File: src/rtl/fcw_pkg.sv
// fcw_pkg: shared types and constants for the FAT12 chain walker.
// No dependencies; imported by every rtl module of the block.
package fcw_pkg;

    localparam int CLUSTER_W = 12;
    localparam int BYTE_W    = 8;

    localparam logic [CLUSTER_W-1:0] BAD_MARK = 12'hFF7;
    localparam logic [CLUSTER_W-1:0] END_MARK = 12'hFFF;

    localparam logic OP_LOAD = 1'b0;
    localparam logic OP_WALK = 1'b1;

    typedef enum logic [1:0] {
        PH_FIRST,
        PH_SECOND,
        PH_THIRD
    } t_byte_phase;

    typedef enum logic [1:0] {
        WS_IDLE,
        WS_READ,
        WS_EVAL
    } t_walk_state;

    // one table write request
    typedef struct packed {
        logic                 en;
        logic [CLUSTER_W-1:0] addr;
        logic [CLUSTER_W-1:0] data;
    } t_tbl_wr;

endpackage

File: src/rtl/fcw_walker.sv
// fcw_walker: chain walk sequencer; reads at most one table entry per cluster and
// drives the registered result stage. Depends on fcw_pkg.
module fcw_walker #(
    parameter int TABLE_ENTRIES = 4096,
    parameter int MAX_RUN       = 64
) (
    input  logic                               i_clk,
    input  logic                               i_rst_n,
    input  logic                               i_start,
    input  logic [fcw_pkg::CLUSTER_W-1:0]      i_start_cluster,
    output logic                               o_rd_en,
    output logic [$clog2(TABLE_ENTRIES)-1:0]   o_rd_addr,
    input  logic [fcw_pkg::CLUSTER_W-1:0]      i_rd_data,
    output logic                               o_idle,
    output logic                               o_out_valid,
    input  logic                               i_out_ready,
    output logic [fcw_pkg::CLUSTER_W-1:0]      o_cluster,
    output logic                               o_last,
    output logic                               o_bad,
    output logic                               o_truncated
);
    import fcw_pkg::*;

    localparam int AW    = $clog2(TABLE_ENTRIES);
    localparam int CNT_W = $clog2(MAX_RUN + 1);

    t_walk_state          r_state, n_state;
    logic [CLUSTER_W-1:0] r_cur;
    logic [CNT_W-1:0]     r_count;
    logic                 r_oor;
    logic                 r_o_valid;
    logic [CLUSTER_W-1:0] r_o_cluster;
    logic                 r_o_last, r_o_bad, r_o_trunc;

    logic                 cur_oor;
    logic [CLUSTER_W-1:0] entry;
    logic                 ev_bad, ev_end, ev_trunc, ev_last;
    logic                 out_free;
    logic                 ld_out;

    assign cur_oor  = {1'b0, r_cur} >= (CLUSTER_W+1)'(TABLE_ENTRIES);
    assign entry    = r_oor ? END_MARK : i_rd_data;
    assign ev_bad   = entry == BAD_MARK;
    assign ev_end   = entry > BAD_MARK;
    assign ev_trunc = !ev_bad && !ev_end && (r_count >= CNT_W'(MAX_RUN));
    assign ev_last  = ev_bad || ev_end || ev_trunc;
    assign out_free = !r_o_valid || i_out_ready;

    // next state
    always_comb begin
        n_state = r_state;
        case (r_state)
            WS_IDLE: begin
                if (i_start) begin
                    n_state = WS_READ;
                end
            end
            WS_READ: n_state = WS_EVAL;
            WS_EVAL: begin
                if (out_free) begin
                    n_state = ev_last ? WS_IDLE : WS_READ;
                end
            end
            default: n_state = WS_IDLE;
        endcase
    end

    // outputs
    always_comb begin
        o_rd_en = 1'b0;
        ld_out  = 1'b0;
        o_idle  = 1'b0;
        case (r_state)
            WS_IDLE: o_idle  = 1'b1;
            WS_READ: o_rd_en = !cur_oor;
            WS_EVAL: ld_out  = out_free;
            default: o_idle  = 1'b0;
        endcase
    end

    assign o_rd_addr = r_cur[AW-1:0];

    always_ff @(posedge i_clk) begin
        if (!i_rst_n) begin
            r_state   <= WS_IDLE;
            r_o_valid <= 1'b0;
        end else begin
            r_state <= n_state;
            if (ld_out) begin
                r_o_valid <= 1'b1;
            end else if (i_out_ready) begin
                r_o_valid <= 1'b0;
            end
        end
    end

    always_ff @(posedge i_clk) begin
        if (r_state == WS_IDLE && i_start) begin
            r_cur   <= i_start_cluster;
            r_count <= CNT_W'(1);
        end else if (ld_out && !ev_last) begin
            r_cur   <= entry;
            r_count <= r_count + CNT_W'(1);
        end
        if (r_state == WS_READ) begin
            r_oor <= cur_oor;
        end
        if (ld_out) begin
            r_o_cluster <= r_cur;
            r_o_last    <= ev_last;
            r_o_bad     <= ev_bad;
            r_o_trunc   <= ev_trunc;
        end
    end

    assign o_out_valid = r_o_valid;
    assign o_cluster   = r_o_cluster;
    assign o_last      = r_o_last;
    assign o_bad       = r_o_bad;
    assign o_truncated = r_o_trunc;

endmodule

File: config.mk
export PLATFORM = sky130hd
export DESIGN_NAME = fcw_walker
export DESIGN_NICKNAME = d
export VERILOG_FILES = /design/src/rtl/fcw_pkg.sv /design/src/rtl/fcw_walker.sv
export SDC_FILE = /design/constraint.sdc
export NUM_CORES = 1
export LEC_CHECK = 0
export ABC_AREA = 1
export BUFFER_PORTS_ARGS = -buffer_cell sky130_fd_sc_hd__buf_2
export CORE_UTILIZATION = 44
export CTS_CLUSTER_SIZE = 24
export DETAILED_ROUTE_END_ITERATION = 8
export GPL_ROUTABILITY_DRIVEN = 0
export PLACE_DENSITY = 0.84
export SYNTH_ARGS = -nofsm -noshare
export SYNTH_HDL_FRONTEND = slang
export SYNTH_SLANG_ARGS = --single-unit
File: constraint.sdc
create_clock -name i_clk -period 1.6 [get_ports i_clk]
set_input_delay 0.24 -clock i_clk [delete_from_list [all_inputs] [get_ports i_clk]]
set_output_delay 0.24 -clock i_clk [all_outputs]
set_load 0.01 [all_outputs]
==> results.cfg, run 1 <==
[timing]
setup_ws_ns = 0.1422
fin_tns_setup_ns = 0
hold_viol = 0
finalSetupViolCount = 0
worst_slew_pin_slew_ns = 0.4950
rsz0062_at_grt = no
skew_ns = 0.006453
slew_headroom_pct = 66.92
fin_crit_sh_pct = 91.11
finalCriticalPeriod_ns = 1.458
maxSlewViolCount = 0
max_freq_mhz = 686.0

[synthesis]
synth_common_cells = nand2_1, edfxtp_1, dfxtp_1, inv_1, nand4_1
synthesis.nets = 179
ys_ff_latch = 37
ys_async_sr_fraction_pct = 0
synth_top_area_share_pct = 50.35
synth.area.top_cells = edfxtp_1, dfxtp_1, nand2_1
avgSynthCellArea_um2 = 10.74
synth_most_common_cell = nand2_1
synthCells = 150
synthesis.area_um2 = 1610
yosysTopAreaCell = edfxtp_1
ys_seq_area_share_pct = 62.78
yosys_warnings = 0
synth_cell_types = 24
synth_edf_count = 27
synth_flop_cell = edfxtp_1

[pwr]
p_leak_uw = 0.0008773
ir_drop_uv = 421.7
powerDensity_nw_per_um2 = 917.8

[final_layout]
seqCellArea_um2 = 1011
antenna_cells = 0
final_nets = 246
fillers = 302
area_growth_pct = 25.95
final_area_um2 = 2028
drive_above_1_share_pct = 40.37
post-route-util_pct = 59.38
multi_input_area_um2 = 533.0

[floorplanning]
ios = 58
core_um2 = 3416
fp.dieH_um = 62.50
dieWidth_um = 62.50
start_util_pct = 47.14
die_area_um2 = 3906
rows = 21

[run_status]
status = finished, final reports clean

[worst_hold_path]
hold_class = in -> reg

[global_routing]
grt_pass1_wl_mm = 5.271
grt_overflow = 0
grt_usage_pct = 17.83
grt_pass1_vias = 1227
antenna_found_initial = 0
grt_max_degree = 23

[critical_path]
crit_chain = inv_1 -> nand2_2 -> nor2_8 -> nand3_4 -> nand2_1
crit_path_top_delay_cell = nand2_1
arrival_ns = 1.44
end_kind = flip-flop
cp_data_required_time_ns = 1.58
worstSetupPathType = reg -> reg
crit_path_start_kind = flip-flop
max_stage_delay_ns = 0.38
crit_fanout = 12

[cts]
clock_path_buffers = 2
cts.repair.resized = 0
numClockSinks = 37
cts_tree = yes
clk_pin_slew_ns = 0.10
cts_setup_buffers = 0
cts_root_buffer = clkbuf_4
htree_levels = 2
clock_latency_ns = 0.34
cts-hold-fix-buffers = 0
cts_buffers = 5

[drt]
drt-pass1-iter-count = 4
met2RoutedLength_mm = 1.613
drt-met1-wl_mm = 1.224
wl_per_cell_um = 11.68
antenna_left = 0
detailedRoute.firstIterationViolations = 52
routed_via_density = 4.803
drt_drc_violations_left = 0
drt-total-wl_mm = 3.084
wl_met3_um = 176
top_layer = met4
vias = 1268

[placed_design]
placed_area_um2 = 1977
post-dp-hpwl_mm = 2.388
pre_cts_ws_ns = 0.09968
io_buffers = 57

[job]
drv_cap = 0
## layout by cell type (no fill, tap or decap), types with 3 or more instances in the layout
cell type  synthesis  routed
edfxtp_1          27      27
a21oi_1            3       3
buf_4              0       6
nand2_2            5       5
nand3_1            3       3
inv_1             10      10
nand2_1           52      52
buf_2              2      57
nand4_1            9       9
clkbuf_4           0       5
nor2_1             7       7
dfxtp_1           10      10
a21oi_2            4       4
## critical path: cells and delay by family, from the launching register on
kind / cells / cell delay, ns
buffers and inverters: 1 / 0.08
DFF: 1 / 0.33
and+or+nand+nor: 4 / 0.69
## path summary, 6_finish.rpt
check | endpoint | start | slack, ns | cells after the start
setup / recovery | o_rd_addr[9] | r_state[0] | 0.14 | 5
hold / removal | r_state[1] | i_rst_n | 0.15 | 3
setup reg to reg | o_rd_addr[9] | r_state[0] | 0.14 | 5
hold reg to reg | o_cluster[1] | o_rd_addr[1] | 0.45 | 0
## sequential cells by signal, indices dropped and copies added (netlist names)
register / flops
o_out_valid: 1
o_last: 1
o_cluster: 12
o_bad: 1
r_count: 7
r_state: 2
o_rd_addr: 12
o_truncated: 1
## through the flow
stage | power, uW | hold WS [ns] | instances
after global placement | 1421 | 0.4254 | 256
after floorplan | 1305 | 0.3905 | 150
after CTS | 1878 | 0.1460 | 264
after global routing | 1954 | 0.1672 | 264
after detailed placement | 1434 | 0.4298 | 256
final | 1861 | 0.1521 | 264
## kinds of logic (layout without fill, tap and decap cells)
kind of cell / count (synthesis) / count (layout) / synth area share (%)
compound gates: 12 / 12 / 5.672
xor+xnor: 1 / 1 / 0.5440
fa+ha+maj: 1 / 1 / 0.7769
buf+inv: 15 / 83 / 4.118
flops: 37 / 37 / 62.78
simple gates: 84 / 84 / 26.11
## power breakdown
part           switching, uW  internal (uW)  total [uW]  leakage, uW
sequential              30.8           1110        1140     0.000335
combinational            163            109         272     0.000511
clock                    286            167         454    0.0000320
## metal layers
layer,vias to the layer above,track usage [%]
met5,-,0
li1,640,-
met2,44,30.84
met1,579,19.29
met4,0,9.302
met3,5,5.839
## final cells by class
class / count / area share (%)
Clock buffer: 6 / 2.036
Inverter: 12 / 2.221
Tap cell: 46 / 2.838
Clock inverter: 2 / 0.4935
Multi-Input combinational cell: 98 / 26.28
Timing Repair Buffer: 63 / 16.29
Sequential cell: 37 / 49.85
Note: power is estimated with default switching activity, not from simulation.
==> inputs of run 2 (changes only) <==
- CORE_UTILIZATION: 44 -> 50
- PLACE_DENSITY: 0.84 -> 0.8
- SKIP_LAST_GASP: default -> 1
- clock period: 1.6 -> 1.8 ns (I/O delays scaled with it)
==> run 2 against run 1 <==
  * Via count increased by 2.1%
  * Non-clock buffer count shrank 5
  * Clock skew is 0.0019 ns lower
  * Sequential share of layout area increased by 0.062 points
  * First-iteration DRC count up 23%
  * Clock-buffer cell count did not move
  * Critical path type unchanged
  * Power is 0.35% lower
  * Utilization increased by 7.0 points
  * Setup slack improved by 0.14 ns
  * Combinational power is 15% lower
  * Flip-flop and latch count unchanged
  * Highest routed layer unchanged
  * Critical path depth unchanged
==> results.cfg, run 2 (synthesized netlist as in run 1, its figures left out) <==
[floorplanning]
ios = 58
fp.dieH_um = 58.75
core_um2 = 3053
start_util_pct = 52.75
rows = 20
die_area_um2 = 3452
dieWidth_um = 58.75

[worst_hold_path]
hold_class = in -> reg
hold_depth = 3

[pwr]
switching_share_pct = 24.52
clkPwrFrac_pct = 33.2
ir_drop_uv = 400.1
seq_power_share_pct = 54.4
p_switching_uw = 454.7
p_total_uw = 1855
p_int_uw = 1400
pwr-share-comb_pct = 12.4
p_leak_uw = 0.0008668
powerDensity_nw_per_um2 = 915.7

[cts]
cts_buffers = 5
cts_setup_buffers = 0
clk_pin_slew_ns = 0.11
cts.repair.resized = 0
cts_root_buffer = clkbuf_4
htree_levels = 2
clock_path_buffers = 2
cts_tree = yes
cts-hold-fix-buffers = 0
clock_latency_ns = 0.34
numClockSinks = 37

[global_routing]
grt_usage_pct = 20.52
grt_overflow = 0
antenna_found_initial = 0
grt_pass1_wl_mm = 5.195
grt_pass1_vias = 1240
grt_max_degree = 23

[timing]
worst_slew_pin_slew_ns = 0.4828
skew_ns = 0.004538
maxSlewViolCount = 0
finalSetupViolCount = 0
fin_tns_setup_ns = 0
rsz0062_at_grt = no
finalCriticalPeriod_ns = 1.522
max_freq_mhz = 656.9
slew_headroom_pct = 67.73
hold_viol = 0
fin_crit_sh_pct = 84.58

[final_layout]
final_area_um2 = 2026
final_common_cell = buf_2
post-route-util_pct = 66.35
stdcell_count = 257
antenna_cells = 0
area_growth_pct = 25.80
fillers = 245
final_cell_mix = buf_2, nand2_1, edfxtp_1
drive_above_1_share_pct = 39.44
final_nets = 241

[critical_path]
path_delay_family = simple AND/OR/NAND/NOR gates
crit_path_top_delay_cell = nand2_1
rr_worst_depth = 5
worst-path-stages = 5
worstSetupPathType = reg -> reg
crit_chain = inv_1 -> nand2_2 -> nor2_8 -> nand3_4 -> nand2_1
crit_path_start_kind = flip-flop
arrival_ns = 1.52
crit_fanout = 12
critPathBufInv = 1
end_kind = flip-flop
max_stage_delay_ns = 0.40
cp_data_required_time_ns = 1.80

[placed_design]
io_buffers = 57
placed_area_um2 = 1937
dp_cells = 249
post-dp-hpwl_mm = 2.372

[job]
drv_cap = 0

[drt]
antenna_left = 0
wl_per_cell_um = 12.55
detailedRoute.firstIterationViolations = 64
drt-total-wl_mm = 3.226
routed_via_density = 5.035
drt-pass1-iter-count = 4
vias = 1294
drt_drc_violations_left = 0

[run_status]
status = finished, final reports clean
run 2: worst register-to-register path: stages (launching register included):
cell and delay [ns]:
dfxtp_1 0.33, inv_1 0.08, nand2_2 0.10, nor2_8 0.14, nand3_4 0.12, nand2_1 0.40
run 2: metrics by stage:
step	setup WS (ns)	hold WS, ns
floorplan	0.2424	0.4205
global placement	0.2623	0.4337
detailed placement	0.1785	0.4289
CTS	0.2500	0.1568
global route	0.1641	0.1807
finish	0.2776	0.1739
run 2: path summary, 6_finish.rpt:
path / from / end / slack, ns
max: r_state[0] / o_rd_addr[2] / 0.28
min: i_rst_n / r_state[1] / 0.17
max reg2reg: r_state[0] / o_rd_addr[2] / 0.28
min reg2reg: o_rd_addr[9] / o_cluster[9] / 0.46
run 2: final cells by class:
| type | count | area, um2 | share of cell area, % |
|---|---|---|---|
| sequential | 37 | 1011 | 49.91 |
| multi-input combinational | 98 | 533.0 | 26.31 |
| timing repair buffer | 58 | 292.8 | 14.45 |
| tap | 44 | 55.05 | 2.718 |
| clock buffer | 6 | 51.30 | 2.532 |
| inverter | 12 | 45.04 | 2.224 |
| clock inverter | 2 | 37.54 | 1.853 |
run 2: power groups by stage:
stage          registers (uW)  logic [uW]  clock network [uW]
6_report                 1010         230                 616
5_1_grt                  1010         257                 663
4_1_cts                  1010         232                 631
3_5_place_dp             1030         231                   0
3_3_place_gp             1030         223                   0
2_1_floorplan            1050         114                   0
run 2: routing by layer:
layer / vias up / global-route usage [%] / part of all wire [%]
met5: - / 0 / 0
met4: 0 / 9.524 / 1.8
met3: 7 / 7.253 / 8.6
met2: 65 / 34.74 / 52
met1: 591 / 23.17 / 38
li1: 631 / - / -
