**src/rtl/fcw_pkg.sv**
```systemverilog
// fcw_pkg: shared types and constants for the FAT12 chain walker.
// No dependencies; imported by every rtl module of the block.
package fcw_pkg;

    localparam int CLUSTER_W = 12;
    localparam int BYTE_W    = 8;

    localparam logic [CLUSTER_W-1:0] BAD_MARK = 12'hFF7;
    localparam logic [CLUSTER_W-1:0] END_MARK = 12'hFFF;

    localparam logic OP_LOAD = 1'b0;
    localparam logic OP_WALK = 1'b1;

    typedef enum logic [1:0] {
        PH_FIRST,
        PH_SECOND,
        PH_THIRD
    } t_byte_phase;

    typedef enum logic [1:0] {
        WS_IDLE,
        WS_READ,
        WS_EVAL
    } t_walk_state;

    // one table write request
    typedef struct packed {
        logic                 en;
        logic [CLUSTER_W-1:0] addr;
        logic [CLUSTER_W-1:0] data;
    } t_tbl_wr;

endpackage

```
**src/rtl/fcw_byte_packer.sv**
```systemverilog
// fcw_byte_packer: gathers raw table bytes, unpacks each triple into two
// 12-bit entries and writes them at the rising pointer. Depends on fcw_pkg.
module fcw_byte_packer #(
    parameter int TABLE_ENTRIES = 4096
) (
    input  logic                          i_clk,
    input  logic                          i_rst_n,
    input  logic                          i_load,
    input  logic [fcw_pkg::BYTE_W-1:0]    i_byte,
    output fcw_pkg::t_tbl_wr              o_wr,
    output logic                          o_idle
);
    import fcw_pkg::*;

    localparam int AW = $clog2(TABLE_ENTRIES);
    localparam logic [AW-1:0] LAST_SLOT = AW'(TABLE_ENTRIES - 1);

    t_byte_phase          r_phase, n_phase;
    logic [BYTE_W-1:0]    r_held_first, n_held_first;
    logic [BYTE_W-1:0]    r_held_second, n_held_second;
    logic [AW-1:0]        r_wp, n_wp;
    logic                 r_busy, n_busy;
    logic [CLUSTER_W-1:0] r_e1, n_e1;
    logic [AW-1:0]        wp_next;

    assign wp_next = (r_wp == LAST_SLOT) ? '0 : r_wp + AW'(1);

    always_comb begin
        n_phase       = r_phase;
        n_held_first  = r_held_first;
        n_held_second = r_held_second;
        n_wp          = r_wp;
        n_busy        = r_busy;
        n_e1          = r_e1;
        o_wr.en       = 1'b0;
        o_wr.addr     = CLUSTER_W'(r_wp);
        o_wr.data     = r_e1;
        if (r_busy) begin
            // second entry of the triple
            o_wr.en = 1'b1;
            n_wp    = wp_next;
            n_busy  = 1'b0;
        end else if (i_load) begin
            case (r_phase)
                PH_FIRST: begin
                    n_held_first = i_byte;
                    n_phase      = PH_SECOND;
                end
                PH_SECOND: begin
                    n_held_second = i_byte;
                    n_phase       = PH_THIRD;
                end
                PH_THIRD: begin
                    o_wr.en   = 1'b1;
                    o_wr.data = {r_held_second[3:0], r_held_first};
                    n_e1      = {i_byte, r_held_second[7:4]};
                    n_wp      = wp_next;
                    n_busy    = 1'b1;
                    n_phase   = PH_FIRST;
                end
                default: begin
                    n_held_first = i_byte;
                    n_phase      = PH_SECOND;
                end
            endcase
        end
    end

    always_ff @(posedge i_clk) begin
        if (!i_rst_n) begin
            r_phase       <= PH_FIRST;
            r_held_first  <= '0;
            r_held_second <= '0;
            r_wp          <= '0;
            r_busy        <= 1'b0;
        end else begin
            r_phase       <= n_phase;
            r_held_first  <= n_held_first;
            r_held_second <= n_held_second;
            r_wp          <= n_wp;
            r_busy        <= n_busy;
        end
    end

    always_ff @(posedge i_clk) begin
        r_e1 <= n_e1;
    end

    assign o_idle = !r_busy;

endmodule

```
**config.mk**
```make
export PLATFORM = sky130hd
export DESIGN_NAME = fcw_byte_packer
export DESIGN_NICKNAME = d
export VERILOG_FILES = /design/src/rtl/fcw_pkg.sv /design/src/rtl/fcw_byte_packer.sv
export SDC_FILE = /design/constraint.sdc
export NUM_CORES = 1
export LEC_CHECK = 0
export ABC_AREA = 1
export ABC_CLOCK_PERIOD_IN_PS = 1500
export BUFFER_PORTS_ARGS = -buffer_cell sky130_fd_sc_hd__buf_2
export CORE_UTILIZATION = 45
export CTS_CLUSTER_SIZE = 16
export DETAILED_ROUTE_END_ITERATION = 8
export GPL_ROUTABILITY_DRIVEN = 0
export PLACE_DENSITY_LB_ADDON = 0.15
export SYNTH_ARGS = -nofsm -noshare
export SYNTH_HDL_FRONTEND = slang
export SYNTH_SLANG_ARGS = --single-unit
```
**constraint.sdc**
```tcl
create_clock -name i_clk -period 1.5 [get_ports i_clk]
set_input_delay 0.3 -clock i_clk [delete_from_list [all_inputs] [get_ports i_clk]]
set_output_delay 0.3 -clock i_clk [all_outputs]
set_load 0.1 [all_outputs]
```
==> reports/qor.tcl, run 1 <==
set qor(root_buffer) {clkbuf_8}
set qor(maximum_number_of_pins_on_one_net_before_global_route_repair) 18
set qor(drt_drc_violations_left) 0
set qor(post_drt_via_cell_ratio) 5.09
set qor(routed-via-count) 1717
set qor(final_antenna_net_count) 0
set qor(place_hpwl_um) 3010
set qor(layout.cells.most_common_list) {nand2_1, inv_1, buf_2}
set qor(synthToLayoutAreaGrowth_pct) 59.1
set qor(arrival_ns) 1.46
set qor(syn_std_cell_area_sq_um) 1860
set qor(maxUsedRoutingLayer) {met4}
set qor(worst_path_largest_cell_delay_ns) 0.37
set qor(die_height_um) 66.3
set qor(post-route-period-util_pct) 117
set qor(synth.net_count) 239
set qor(hold_violations) 0
set qor(floorplan.die_area_sq_um) 4390
set qor(io_pins) 37
set qor(clk_latency_ns) 0.30
set qor(detail_route.first_pass.iterations) 4
set qor(critical-path-top-delay-family) {flip-flops}
set qor(antenna_cells) 0
set qor(wl_met2_um) 2360
set qor(holdPathEnd) {r_e1[6]}
set qor(portBuffers) 36
set qor(via_count_of_the_first_global_routing_pass) 1563
set qor(cpMaxStageDelayCell) {dfxtp_4}
set qor(synth-seq-cells) 43
set qor(crit_buf_inv) 2
set qor(post-route-worst-setup-slack_ns) -0.259
set qor(part_of_the_yosys_area_used_for_sequential_elements_pct) 52.8
set qor(grt_util_all_layers_pct) 21.6
set qor(clock_buffers_created_by_tritoncts) 5
set qor(worstHoldPathType) {input port to flop}
set qor(most_frequent_standard_cell_in_the_layout_excluding_fill_and_tap_cells) {nand2_1}
set qor(relative_slew_margins_pct) 67.2
set qor(critical_path.endpoint_type) {primary output}
set qor(drt-total-wl_um) 4660
set qor(yosysWarningCount) 0
set qor(synthCells) 225
set qor(post_route_cells_drive_above_1_share_pct) 45.6
set qor(clock_tree.htree_level_count) 2
set qor(regToRegEndpoint) {r_wp[0]}
set qor(wire_length_of_the_first_global_routing_pass_um) 7080
set qor(failed_checks) {setup timing}
set qor(grt_antenna_before_repair) 0
set qor(wl_met1_um) 2020
set qor(p_per_area_nw_per_um2) 815
set qor(tritoncts_num_sinks) 43
set qor(grt-ovfl-total) 0
set qor(timing.critical_path.cells) {ha_4 > nand2_8 > buf_16 > o21ai_4 > buf_12}
set qor(timing_max_transition_violations_final) 0
set qor(fp.coreArea_sq_um) 3970
set qor(critical_path_depth) 5
set qor(hp-start) {i_byte[2]}
set qor(timing.setup.tns_ns) -3.82
set qor(route.met3.wl_um) 217
set qor(finalNetCount) 300
set qor(cts_tree) {done}
set qor(wl_per_cell_um) 13.8
set qor(max-clock-path-buffers) 2
set qor(critical_path.max_fanout) 9
set qor(setup_viol) 25
set qor(reg2reg_setup_slack_ns) -0.13
set qor(clock.fmax_mhz) 568
set qor(floorplan.initialDensity_pct) 46.8
set qor(synth.distinct_cells) 25
set qor(skew_ns) 0.00596
set qor(maxCapViolCount) 0
set qor(outcome) {complete, but fails checks}
set qor(power.ir.vdd_worst_uv) 573
set qor(final.min_clock_period_ns) 1.76
set qor(worstSetupStartpointType) {flop}
set qor(placementRows) 23
set qor(post-route-util_pct) 74.5
set qor(hold-path-cell-count) 1
set qor(dieWidth_um) 66.3
set qor(reg2reg_depth) 13
set qor(drt_first_iter_violations) 61
set qor(leakage_nw) 1.22
set qor(post_synth.cell_area_avg_sq_um) 8.26
set qor(worst_r2r_startpoint) {r_phase[0]}
set qor(clock_transition_at_the_registers_of_the_reported_paths_ns) 0.08
set qor(path_class) {flop to primary output}
set qor(setup_repair_after_global_routing_missed_its_margin) {yes}
set qor(worstMarginPinSlew_ns) 0.496
set qor(cp.required_ns) 1.20
-- timing repair --
item                       4_1_cts  5_1_grt
buffers inserted                 5        5
pin swaps                        4       10
resized for setup               14       33
hold buffers                     0        0
setup endpoints to repair       13       24
gates cloned                     1        2
-- cell type report --
cell class,count,area [sq um]
clock inverter,2,12.5
clock buffer,6,72.6
inverter,30,123
sequential,43,1010
timing repair buffer,61,663
fill,274,1010
multi-input combinational,145,1020
tap,50,62.6
-- registers in the layout, indices dropped and copies added, names as in the netlist --
signal	count
r_held_first	8
r_wp	12
r_phase	2
r_held_second	8
r_busy	1
r_e1	12
-- synth_stat cells (all sizes together) --
cell	number	area, sq um
xor2	2	17.5
nand3	12	65.1
nor2	21	98.8
o21bai	3	22.5
buf	6	35.0
ha	3	37.5
or2	1	6.26
nand3b	1	7.51
nor3b	1	7.51
a21oi	22	110
edfxtp	12	360
dfxtp	31	621
nand4	3	18.8
inv	30	113
clkbuf	1	3.75
o21ai	26	130
nand2	50	205
-- cell families after synthesis --
family                   Yosys count  share of synthesized area (%)
AND/OR/NAND/NOR                   89                           22.0
AO/OA/AOI/OAI                     51                           14.1
flip-flops                        43                           52.8
buffers and inverters             37                           8.14
adder cells (fa/ha/maj)            3                           2.02
XOR/XNOR                           2                          0.942
-- power breakdown --
group          switching (W)  total, W  internal, W
logic               0.000273  0.000429     0.000156
clock network       0.000404  0.000730     0.000326
registers          0.0000174   0.00125      0.00123
total               0.000694   0.00241      0.00172
-- worst max-delay path by stage --
stage,from,to,slack (ns)
after floorplan,i_load,o_wr[10],-0.14
after global placement,i_load,o_wr[10],0.01
after detailed placement,i_load,o_wr[0],0.004
after CTS,r_phase[1],o_wr[8],-0.25
after global routing,r_phase[0],o_wr[8],-0.30
final,r_phase[1],o_wr[8],-0.26
-- layer usage --
metal	vias up	global-route usage, %
met5	-	0
met4	0	7.71
met3	9	5.69
met2	52	37.4
met1	803	25.5
li1	853	-
-- through the flow --
stage	setup WS, ns	total power (W)	instance area (sq um)	std cells	hold slack [ns]
global route	-0.302	0.00251	2960	337	0.196
CTS	-0.246	0.00239	2740	330	0.194
floorplan	-0.139	0.00153	2060	225	0.399
global placement	0.0120	0.00164	2540	316	0.416
detailed placement	0.00391	0.00165	2540	316	0.417
finish	-0.259	0.00241	2960	337	0.201
Note: power is estimated with default switching activity, not from simulation.
==> inputs of run 2 (changes only) <==
--- a/config.mk
+++ b/config.mk
@@ -9,6 +9,7 @@
 export ABC_CLOCK_PERIOD_IN_PS = 1500
 export BUFFER_PORTS_ARGS = -buffer_cell sky130_fd_sc_hd__buf_2
 export CORE_UTILIZATION = 45
+export CTS_BUF_LIST = sky130_fd_sc_hd__clkbuf_4
 export CTS_CLUSTER_SIZE = 16
 export DETAILED_ROUTE_END_ITERATION = 8
 export GPL_ROUTABILITY_DRIVEN = 0
==> reports/qor.tcl, run 2 (synthesis results as in run 1) <==
set qor(outcome) {complete, but fails checks}
set qor(failed_checks) {setup timing}
set qor(clk_latency_ns) 0.37 ;# +0.07 ns
set qor(skew_ns) 0.00826 ;# +0.00230 ns
set qor(routed-via-count) 1708 ;# -0.52%
set qor(p_per_area_nw_per_um2) 781 ;# -4.1%
set qor(relative_slew_margins_pct) 67.8 ;# +0.62 points
set qor(reg2reg_setup_slack_ns) -0.08 ;# +0.05 ns
set qor(worstSetupStartpointType) {flop}
set qor(holdPathEnd) {r_e1[6]}
set qor(worst_r2r_startpoint) {r_phase[1]}
set qor(synthToLayoutAreaGrowth_pct) 57.0
set qor(path_class) {flop to primary output}
set qor(setup_viol) 19 ;# -24%
set qor(root_buffer) {clkbuf_4}
set qor(crit_buf_inv) 2 ;# unchanged
set qor(post-route-worst-setup-slack_ns) -0.356 ;# -0.0967 ns
set qor(post_route_cells_drive_above_1_share_pct) 44.4 ;# -1.3 points
set qor(clock.fmax_mhz) 539 ;# -5.2%
set qor(floorplan.initialDensity_pct) 46.8 ;# unchanged
set qor(maximum_number_of_pins_on_one_net_before_global_route_repair) 18 ;# unchanged
set qor(post_route_hold_slack_ns) 0.119 ;# -0.0816 ns
set qor(worst_path_largest_cell_delay_ns) 0.39 ;# +0.02 ns
set qor(intPower_w) 0.00159 ;# -7.5%
set qor(io_pins) 37 ;# unchanged
set qor(cts_tree) {done}
set qor(cpMaxStageDelayCell) {dfxtp_2}
set qor(place_hpwl_um) 3010 ;# unchanged
set qor(worstMarginPinSlew_ns) 0.486 ;# -0.00932 ns
set qor(drt-total-wl_um) 4720 ;# +1.3%
set qor(final.min_clock_period_ns) 1.86 ;# +0.0967 ns
set qor(hold_violations) 0 ;# unchanged
set qor(dieWidth_um) 66.3 ;# unchanged
set qor(sequential_cell_area_sq_um) 1000 ;# -0.25%
set qor(wire_length_of_the_first_global_routing_pass_um) 7160 ;# +1.1%
set qor(placement_stage_cell_area_sq_um) 2540 ;# unchanged
set qor(reg2reg_depth) 11 ;# -2
set qor(multi_input_comb_area_sq_um) 1010 ;# -0.98%
set qor(final_cell_count_no_fill) 334 ;# -0.89%
set qor(hold-path-cell-count) 1 ;# unchanged
set qor(post-route-period-util_pct) 124 ;# +6.4 points
set qor(finalNetCount) 297 ;# -1.0%
set qor(regToRegEndpoint) {r_wp[11]}
set qor(setup_repair_after_global_routing_missed_its_margin) {yes}
set qor(pre_cts_slack_ns) 0.00391 ;# unchanged
set qor(critical_path.max_fanout) 9 ;# unchanged
set qor(post_drt_via_cell_ratio) 5.11 ;# +0.37%
set qor(grt-ovfl-total) 0 ;# unchanged
set qor(maxCapViolCount) 0 ;# unchanged
set qor(via_count_of_the_first_global_routing_pass) 1568 ;# +0.32%
set qor(max-clock-path-buffers) 2 ;# unchanged
set qor(grt_antenna_before_repair) 0 ;# unchanged
set qor(timing_max_transition_violations_final) 0 ;# unchanged
set qor(wl_per_cell_um) 14.1 ;# +2.2%
set qor(final_antenna_net_count) 0 ;# unchanged
set qor(portBuffers) 36 ;# unchanged
set qor(timing.critical_path.cells) {ha_4 > nand2_8 > buf_16 > o21ai_4 > buf_12}
set qor(most_frequent_standard_cell_in_the_layout_excluding_fill_and_tap_cells) {nand2_1}
set qor(final_design_area_no_fill_sq_um) 2920 ;# -1.3%
set qor(tritoncts_num_sinks) 43 ;# unchanged
set qor(drt_first_iter_violations) 89 ;# +46%
set qor(clock_transition_at_the_registers_of_the_reported_paths_ns) 0.13 ;# +0.05 ns
set qor(fillCellCount) 284 ;# +3.6%
set qor(hold_fix_buffers_at_cts) 0 ;# unchanged
set qor(clock_tree.htree_level_count) 2 ;# unchanged
set qor(clock_buffers_created_by_tritoncts) 5 ;# unchanged
set qor(die_height_um) 66.3 ;# unchanged
set qor(power.ir.vdd_worst_uv) 543 ;# -5.2%
set qor(timing.setup.tns_ns) -4.51 ;# -0.689 ns
set qor(floorplan.die_area_sq_um) 4390 ;# unchanged
set qor(grt_util_all_layers_pct) 22.3 ;# +0.69 points
set qor(worstHoldPathType) {input port to flop}
set qor(arrival_ns) 1.56 ;# +0.10 ns
set qor(critical-path-top-delay-family) {flip-flops}
set qor(numPlacedInstances) 316 ;# unchanged
set qor(cp.required_ns) 1.20 ;# about the same
set qor(layout.cells.most_common_list) {nand2_1, inv_1, a21oi_1}
set qor(sequentialPowerShare_pct) 55.0 ;# +3.1 points
set qor(detail_route.first_pass.iterations) 4 ;# unchanged
set qor(drt_drc_violations_left) 0 ;# unchanged
set qor(switching_share_of_power_pct) 30.4 ;# +1.6 points
set qor(power.combinational.fraction_pct) 18.5 ;# +0.7 points
set qor(hp-start) {i_byte[2]}
set qor(clock_group_share_of_total_power_pct) 26.5 ;# -3.8 points
set qor(leakage_nw) 1.16 ;# -5.0%
set qor(critical_path.endpoint_type) {primary output}
set qor(top_regs) {r_e1 x12, r_wp x12}
set qor(power.net_switching_w) 0.000694 ;# about the same
set qor(antenna_cells) 0 ;# unchanged
set qor(fp.coreArea_sq_um) 3970 ;# unchanged
set qor(placementRows) 23 ;# unchanged
==> run 2: per-stage QoR <==
stage	total power, W	util, %
2_1_floorplan	0.00153	-
3_3_place_gp	0.00164	64.0
3_5_place_dp	0.00165	64.0
4_1_cts	0.00225	68.4
5_1_grt	0.00237	73.5
6_report	0.00228	73.5
==> run 2: worst max-delay path by stage <==
stage,start,end,slack (ns),cells past startpoint
5_1_grt,r_phase[0],o_wr[8],-0.41,6
4_1_cts,r_phase[1],o_wr[8],-0.34,5
6_report,r_phase[1],o_wr[8],-0.36,5
3_5_place_dp,i_load,o_wr[0],0.004,7
3_3_place_gp,i_load,o_wr[10],0.01,7
2_1_floorplan,i_load,o_wr[10],-0.14,5
==> run 2: timing repair <==
item	4_1_cts	5_1_grt
pin swaps	5	8
resized for setup	17	37
setup buffers	5	3
gates cloned	1	2
endpoints found under the setup margin	18	30
==> run 2: area by class of cell <==
type                            count  share of cell area (%)
Sequential cell                    43                    34.4
Multi-Input combinational cell    145                    34.5
Tap cell                           50                    2.14
Clock inverter                      2                   0.429
Clock buffer                        6                    1.54
Timing Repair Buffer               58                    22.8
Inverter                           30                    4.20
==> run 2: power groups by stage <==
stage / clock, W / combinational (W) / sequential, W
CTS: 0.000604 / 0.000394 / 0.00125
floorplan: 0 / 0.000237 / 0.00129
global placement: 0 / 0.000365 / 0.00128
finish: 0.000604 / 0.000423 / 0.00125
global route: 0.000662 / 0.000449 / 0.00126
detailed placement: 0 / 0.000371 / 0.00128
==> run 2: layer usage <==
metal	wire length [um]	vias to the layer above	GRT usage, %
met4	76	0	10.1
met5	0	-	0
li1	-	847	-
met3	248	7	6.21
met1	2010	795	26.0
met2	2380	59	37.8
